===== config.mk =====
export PLATFORM = sky130hd
export DESIGN_NAME = qalu_front
export DESIGN_NICKNAME = d
export VERILOG_FILES = /design/src/rtl/q24_8_fixed_point_alu_top_assert.svh /design/src/rtl/qalu_pkg.sv /design/src/rtl/qalu_front.sv
export SDC_FILE = /design/constraint.sdc
export NUM_CORES = 1
export LEC_CHECK = 0
export ABC_AREA = 1
export BUFFER_PORTS_ARGS = -buffer_cell sky130_fd_sc_hd__buf_2
export CAP_MARGIN = 30
export CORE_ASPECT_RATIO = 1.4
export CORE_MARGIN = 3
export CORE_UTILIZATION = 47
export DETAILED_ROUTE_END_ITERATION = 16
export HOLD_SLACK_MARGIN = 0.1
export PLACE_DENSITY_LB_ADDON = 0.05
export SLEW_MARGIN = 10
export SYNTH_ARGS = -nofsm -noshare
export SYNTH_HDL_FRONTEND = slang
export SYNTH_SLANG_ARGS = --single-unit

===== constraint.sdc =====
create_clock -name clk -period 7 [get_ports clk]
set_clock_uncertainty 0.2 [all_clocks]
set_input_delay 0.7 -clock clk [delete_from_list [all_inputs] [get_ports clk]]
set_output_delay 0.7 -clock clk [all_outputs]
set_load 0.01 [all_outputs]

===== src/rtl/q24_8_fixed_point_alu_top_assert.svh =====
// ---------------------------------------------------------------------------
// Assertion macros for the fixed-point ALU
// ---------------------------------------------------------------------------
`ifndef Q24_8_FIXED_POINT_ALU_TOP_ASSERT_SVH
`define Q24_8_FIXED_POINT_ALU_TOP_ASSERT_SVH

// Check an implication on every clock edge outside reset
`define ALU_ASSERT_IMP(label, ante, cons) \
  label: assert property (@(posedge clk) disable iff (rst) (ante) |-> (cons)) \
    else $error("alu check failed");

// Check a condition that holds at every edge
`define ALU_ASSERT_ALWAYS(label, cond) \
  label: assert property (@(posedge clk) disable iff (rst) (cond)) \
    else $error("alu invariant failed");

`endif


===== src/rtl/qalu_pkg.sv =====
// ---------------------------------------------------------------------------
// qalu_pkg
// Shared opcodes, widths and the result flags record.
// ---------------------------------------------------------------------------
package qalu_pkg;
  localparam int FRAC_BITS_DEF  = 8;
  localparam int DATA_WIDTH_DEF = 32;

  localparam logic [3:0] OP_ADD = 4'd0;
  localparam logic [3:0] OP_SUB = 4'd1;
  localparam logic [3:0] OP_MUL = 4'd2;
  localparam logic [3:0] OP_DIV = 4'd3;
  localparam logic [3:0] OP_MIN = 4'd4;
  localparam logic [3:0] OP_MAX = 4'd5;
  localparam logic [3:0] OP_INC = 4'd6;
  localparam logic [3:0] OP_DEC = 4'd7;
  localparam logic [3:0] OP_I2F = 4'd8;
  localparam logic [3:0] OP_F2I = 4'd9;

  // Result flags of one request
  typedef struct packed {
    logic a_greater;
    logic a_less;
    logic a_equal;
    logic overflow;
    logic divide_by_zero;
  } flags_t;
endpackage


===== src/rtl/qalu_front.sv =====
// ---------------------------------------------------------------------------
// qalu_front
// Accepts requests, truncates operands and classifies them into a queue.
// ---------------------------------------------------------------------------
module qalu_front import qalu_pkg::*; #(
  parameter int DATA_WIDTH = DATA_WIDTH_DEF,
  parameter int DEPTH_LOG2 = 2
) (
  input  logic        clk,
  input  logic        rst,
  input  logic        in_valid,
  output logic        in_ready,
  input  logic [3:0]  in_op,
  input  logic [31:0] in_a,
  input  logic [31:0] in_b,
  output logic        q_valid,
  input  logic        q_ready,
  output logic [3:0]  q_op,
  output logic signed [DATA_WIDTH-1:0] q_a,
  output logic signed [DATA_WIDTH-1:0] q_b,
  output logic [2:0]  q_cmp
);
  localparam int DEPTH = 1 << DEPTH_LOG2;
  localparam int EW = 4 + 2 * DATA_WIDTH + 3;

  logic [EW-1:0] mem [DEPTH];
  logic [DEPTH_LOG2-1:0] wptr, rptr;
  logic [DEPTH_LOG2:0] count;
  logic signed [DATA_WIDTH-1:0] a, b;
  logic [2:0] cmp;
  logic push, pop;

  // Classify: truncate operands and compare
  assign a = in_a[DATA_WIDTH-1:0];
  assign b = in_b[DATA_WIDTH-1:0];
  assign cmp = {a > b, a < b, a == b};

  assign in_ready = (count != DEPTH[DEPTH_LOG2:0]);
  assign q_valid = (count != '0);
  assign push = in_valid && in_ready;
  assign pop = q_valid && q_ready;
  assign {q_op, q_a, q_b, q_cmp} = mem[rptr];

  // Store entries
  always_ff @(posedge clk) begin
    if (push) begin
      mem[wptr] <= {in_op, a, b, cmp};
    end
  end

  // Advance pointers
  always_ff @(posedge clk) begin
    if (rst) begin
      wptr <= '0;
      rptr <= '0;
      count <= '0;
    end else begin
      if (push) wptr <= wptr + 1'b1;
      if (pop) rptr <= rptr + 1'b1;
      count <= count + (DEPTH_LOG2+1)'(push) - (DEPTH_LOG2+1)'(pop);
    end
  end
endmodule


# After elaboration in Yosys (flattened, before gate mapping)
# Memory sizes are Yosys's and may differ from the RTL's. A register that Yosys moved wholly into a read port is not among the register bits.
# Cells that the tools add are included.
# totals
register_bits	7
ramBits	284
output_inout_bits	73
elab_cells	19
mem_count	1
# mem_list
memory	words	word_bits	rd	rd_ports_with_merged_regs	wr	line_no	rtl
mem	4	71	1	1	1	qalu_front.sv:26	logic [EW-1:0] mem [DEPTH];
# classes
add_sub_neg	4
order_cmp	2
eq_ne	2
n_mux	4
reduce_logical	3
# op_table
cell	n
equality test 32 bit	1
> comparator 32 bit	1
< comparator 32 bit	1
adder 2 x 1 -> 2 bit (second input constant)	2
two-way mux 2 bit	2
adder 3 x 1 -> 3 bit	1
inequality test 3 bit (second input constant)	1
nonzero test 3 bit	1
subtractor 3 x 1 -> 3 bit	1
logical AND 1 bit	2
two-way mux 1 bit	2

# Logic depth before layout (Yosys ltp)
# Gate-level depths: netlist of the first run.
# depth
ltp_word	4
depth_mapped	16
depth_no_buf	16

# Worst setup path after synthesis of the first run
# Ideal clock, no wire load.
# synth_timing
path_kind	input to register
start	in in_valid
end	mem mem[0][0] in the netlist's numbering (enable)
setup_ns	0.501
arrival_time_ns	3.851
required_time_ns	6.299
path_slack_ns	2.448
path_stages	2
n_path_buf	0
path_cell_list	nand2_1 -> nor2_1
# synth_via
elab_chain_len	3
# synth_lines
item	line_no	rtl
start: declaration	qalu_front.sv:11	input logic in_valid,
logical AND 1 bit	qalu_front.sv:40	assign push = in_valid && in_ready;
two-way mux 1 bit	qalu_front.sv:46	if (push) begin
two-way mux 1 bit (not written as such)	qalu_front.sv:47	mem[wptr] <= {in_op, a, b, cmp};
end: declaration	qalu_front.sv:26	
# Every way passes these cells.

==> results.cfg, run 1 <==
[clock_network]
worstSkewPairLatency_ns = 0.53
post_cts_buffers = 0
cts_tree = done
path_clk_slew_ns = 0.06
clock_sinks = 293
cts-resized-gates = 0
hold_buffers = 0
cts_max_level = 1
clockBufferDepth = 3
cts_inserted_buffers = 29
root_buffer = clkbuf_16

[hold_path]
hold_class = in -> reg
min_from = in_op[2]

[yosys]
synth.yosys.seq_area_share_pct = 73.7
yosys_register_bits = 293
synth-edff-count = 284
avgSynthCellArea_sq_um = 13.3
synth_ff_type = edfxtp_1
yosysWarnings = 0
syn-cell-area_sq_mm = 0.0118
syn_inst = 889
async_flop_share_pct = 0
synth_nets = 1000
synth.distinct_cells = 32

[run]
drv_cap = 0

[global_routing]
grt_pass1_vias = 7299
grt_pass1_wl_um = 40600
grt_max_degree = 78
grt_usage_pct = 18.8
overflow = 0
antenna_found_initial = 3

[drt]
drt_pass1_iterations = 5
drt_wl_total_um = 26000
drtAntennaViolNets = 0
drc = 0
wl_per_cell_um = 19.0
via_per_inst = 5.37
vias = 7338
drt_first_iter_violations = 402

[floorplanning]
start_util_pct = 47.9
row_count = 68
fp.coreArea_sq_mm = 0.0247
die_w_um = 140
dieArea_sq_mm = 0.0271
io_pins = 145
die_h_um = 194

[timing]
grt_setup_unrepaired = false
fmax_mhz = 250
slew_headroom_pct = 39.8
slew_viol_final = 0
setup_violations = 0
tightest_slew_ns = 0.902
hold_viol = 0
fin_crit_ns = 4.00
tns_ns = 0
period_share_pct = 57.1

[setup_path]
path_max_fanout = 73
cp.buffers_inverters = 3
arrival_ns = 3.10
r2r-start = count[1]
end_kind = output port
cp_slowest_cell = buf_4
worstPathRequired_ns = 6.10
worst_setup_path_start_kind = flop
crit_chain = inv_4 > buf_4 > o21ai_0 > o22ai_1 > buf_2
worstSetupPathType = reg -> out
critical_path.top_delay_family = buffers and inverters
cp_slowest_stage_delay_ns = 0.69

[place]
io_buffers = 144
place_inst = 1311
dpl.hpwl_um = 15000
gp_congestion = 0.712

[power_and_ir_drop]
pwr_density_cell_mw_per_mm2 = 343
leakagePower_nw = 5.10
vdd_ir_drop_max_mv = 0.253

[final_layout]
nets = 1138
area_growth_pct = 16.5
drive_gt1_share_pct = 20.8
layoutNonFillerInstCount = 1367

[status]
status = finished, final reports clean
==> cell usage after synthesis (2+ instances only) <==
cell	count	area, sq um
clkbuf_1	20	75.1
nand2_1	42	158
inv_1	51	191
buf_2	17	85.1
o21ai_0	130	651
ha_1	38	475
nand2_2	2	12.5
nand3_1	4	20.0
nor2_1	163	612
nor3b_1	3	22.5
o22ai_1	71	444
inv_2	2	7.51
buf_4	9	67.6
edfxtp_1	284	8530
nor2_2	2	12.5
a21oi_1	14	70.1
o21ai_1	14	70.1
dfxtp_1	9	180
==> flip-flops by register name (all words and copies together), names as in the netlist, named ones only <==
| name | count |
|---|---|
| mem | 284 |
| rptr | 2 |
| wptr | 2 |
| count | 3 |
==> cells by family after synthesis <==
| group | Yosys count | synth area share, % |
|---|---|---|
| DFF | 293 | 73.7 |
| AOI/OAI and AO/OA | 234 | 10.8 |
| and+or+nand+nor | 221 | 7.43 |
| buffers and inverters | 101 | 3.76 |
| adders and majority gates | 39 | 4.20 |
| xor gates and xnor gates | 1 | 0.0742 |
==> final timing paths <==
kind	end	slack, ns	cells past startpoint
setup / recovery	q_b[15]	3.00	5
hold / removal	mem[0][69]	0.19	1
setup reg to reg	mem[2][43]	4.05	5
hold reg to reg	flop	0.34	3
==> placed cells by master (no fill, tap or decap), drive strengths merged, types with 4 or more instances in the layout <==
| cell type | count |
|---|---|
| buf | 154 |
| inv | 55 |
| ha | 38 |
| a21oi | 15 |
| clkinv | 17 |
| o21ai | 144 |
| dfxtp | 9 |
| nand3 | 4 |
| clkbuf | 31 |
| nor2 | 165 |
| edfxtp | 284 |
| nand2 | 44 |
| o22ai | 71 |
==> layout make-up <==
| class | count | area (sq um) |
|---|---|---|
| fillers | 2120 | 10900 |
| repair buffers | 154 | 836 |
| flip-flops and latches | 293 | 8710 |
| clock buffers | 31 | 733 |
| well taps | 315 | 394 |
| multi-input cells | 495 | 2690 |
| inverters | 54 | 205 |
| diodes | 3 | 7.51 |
| clock inverters | 22 | 184 |
==> worst reg2reg max path, stage by stage, from the launching register on <==
cell and delay (ns):
dfxtp_1 0.42, nor2_1 0.06, nand2_1 0.07, nand2_1 0.30, nor2_4 0.76, buf_4 0.75
==> per-layer routing <==
| layer | up-vias | global-route usage (%) | routed length (um) |
|---|---|---|---|
| li1 | 3522 | - | - |
| met1 | 3625 | 25.2 | 11300 |
| met2 | 144 | 32.0 | 13000 |
| met3 | 47 | 2.32 | 1040 |
| met4 | 0 | 5.89 | 658 |
| met5 | - | 0 | 0 |
==> where the power goes <==
| group | switching [mW] | internal [mW] | leakage, nW | total (mW) |
|---|---|---|---|---|
| sequential | 0.0723 | 2.13 | 2.68 | 2.20 |
| clock | 0.637 | 0.865 | 0.459 | 1.50 |
| combinational | 0.684 | 0.336 | 1.96 | 1.02 |
==> through the flow <==
stage	hold slack (ns)	total power, mW	area (sq um)	setup WS (ns)	util (%)
floorplan	0.301	2.87	11800	2.45	-
global placement	0.330	3.27	12800	3.55	51.8
finish	0.192	4.72	13800	3.00	55.8
global route	0.179	4.97	13800	2.73	55.8
detailed placement	0.333	3.29	12800	3.55	52.0
CTS	0.171	4.79	13800	2.97	55.7
No activity file was read; power rests on OpenSTA's default activity.
==> run 2, diff against run 1 <==
==> constraint.sdc (replaced) <==
create_clock -name clk -period 4 [get_ports clk]
set_clock_uncertainty 0.2 [all_clocks]
set_input_delay 0.4 -clock clk [delete_from_list [all_inputs] [get_ports clk]]
set_output_delay 0.4 -clock clk [all_outputs]
set_load 0.01 [all_outputs]
==> run 2 against run 1 <==
  * Flip-flop and latch count stayed put
  * Setup slack worse by 1.9 ns
  * Global-route usage is 0.11 points higher
  * Largest cell class unchanged
  * Largest power group unchanged
  * Highest routed layer unchanged
==> results.cfg, run 2 (synthesis gave the netlist of run 1 again) <==
[timing]
layout_setup_ws_ns = 1.14
fmax_mhz = 350
fin_crit_ns = 2.86
setup_violations = 0
fin_hold_ws_ns = 0.330
tns_ns = 0
hold_viol = 0
slew_headroom_pct = 45.6
tightest_slew_ns = 0.815
grt_setup_unrepaired = false
period_share_pct = 71.5
slew_viol_final = 0

[clock_network]
path_clk_slew_ns = 0.06
worstSkewPairLatency_ns = 0.52
cts_max_level = 1
clockBufferDepth = 3
cts_inserted_buffers = 28
clock_sinks = 293
post_cts_buffers = 0
cts-resized-gates = 0
root_buffer = clkbuf_16
cts_tree = done

[place]
place_inst = 1313
place_ws_ns = 1.48
dpl.hpwl_um = 14600
io_buffers = 144
gp_congestion = 0.726

[setup_path]
r2r-start = count[1]
path_max_fanout = 44
critical_path.top_delay_family = buffers and inverters
cp.buffers_inverters = 3
end_kind = output port
arrival_ns = 2.26
crit_chain = inv_2 > buf_4 > o21ai_1 > o22ai_1 > buf_2
cp_slowest_stage_delay_ns = 0.58
worstSetupPathType = reg -> out
worstPathRequired_ns = 3.40
worst_setup_path_start_kind = flop
cp_slowest_cell = inv_2

[final_layout]
drive_gt1_share_pct = 19.3
antenna_cells = 0
top_register = mem
nets = 1209
largest_reg_flops = 284
layout_common_cells = edfxtp_1, nor2_1, buf_2
final_common_cell = edfxtp_1
layoutNonFillerInstCount = 1435
reg.largest.list = mem: 284 flops, count: 3 flops
area_growth_pct = 22.3

[floorplanning]
io_pins = 145
dieArea_sq_mm = 0.0271
die_w_um = 140
die_h_um = 194
fp.coreArea_sq_mm = 0.0247
row_count = 68
start_util_pct = 47.9

[status]
status = finished, final reports clean

[drt]
via_per_inst = 5.24
vias = 7513
drt_pass1_iterations = 4
drtAntennaViolNets = 0
drc = 0
drt_wl_total_um = 26100
wl_per_cell_um = 18.2
drt_first_iter_violations = 409

[run]
drv_cap = 0

[global_routing]
antenna_found_initial = 0
grt_usage_pct = 18.9
overflow = 0
grt_pass1_vias = 7690
grt_pass1_wl_um = 41300
grt_max_degree = 143

[power_and_ir_drop]
pwr_density_cell_mw_per_mm2 = 571
leakagePower_nw = 5.38
total_power_mw = 8.25
vdd_ir_drop_max_mv = 0.559

[hold_path]
min_from = in_valid
hold_class = in -> reg
==> run 2: worst paths after layout <==
check,slack [ns],depth (start not counted),endpoint
max,1.14,5,q_a[24]
min,0.33,3,wptr[0]
max reg2reg,1.49,10,count[2]
min reg2reg,0.35,2,flop
==> run 2: report_power, final <==
group / leakage (nW) / switching (mW) / internal [mW]
sequential: 2.68 / 0.0721 / 3.72
clock: 0.439 / 1.07 / 1.44
combinational: 2.27 / 1.28 / 0.656
==> run 2: per-layer routing <==
layer,part of all wire (%),vias up,global-route usage (%)
met4,1.3,0,4.24
met3,4.1,29,2.65
li1,-,3657,-
met1,43,3669,24.9
met2,51,158,33.4
met5,0,-,0
==> run 2: final cells by class <==
class                   count  area [sq um]
clock buffers              39           793
clock inverters            13          85.1
multi-input cells         495          2690
repair buffers            226          1560
fillers                  2062         10200
inverters                  54           205
well taps                 315           394
flip-flops and latches    293          8710
==> run 2: tightest hold or removal path, cell delays in order <==
cell,delay (ns)
buf_2,0.08
nand2_1,0.29
a21oi_1,0.24
==> run 2: what timing repair did <==
| action | CTS | global route |
|---|---|---|
| hold buffers | 70 | 0 |
| endpoints found under the hold margin | 281 | 0 |
| endpoints found under the setup margin | 0 | 0 |
==> run 2: per-stage QoR <==
| stage | util, % | cell area [sq um] |
|---|---|---|
| after global placement | 52.1 | 12900 |
| after floorplan | - | 11800 |
| after detailed placement | 52.1 | 12900 |
| after CTS | 58.5 | 14400 |
| final | 58.5 | 14400 |
| after global routing | 58.5 | 14400 |
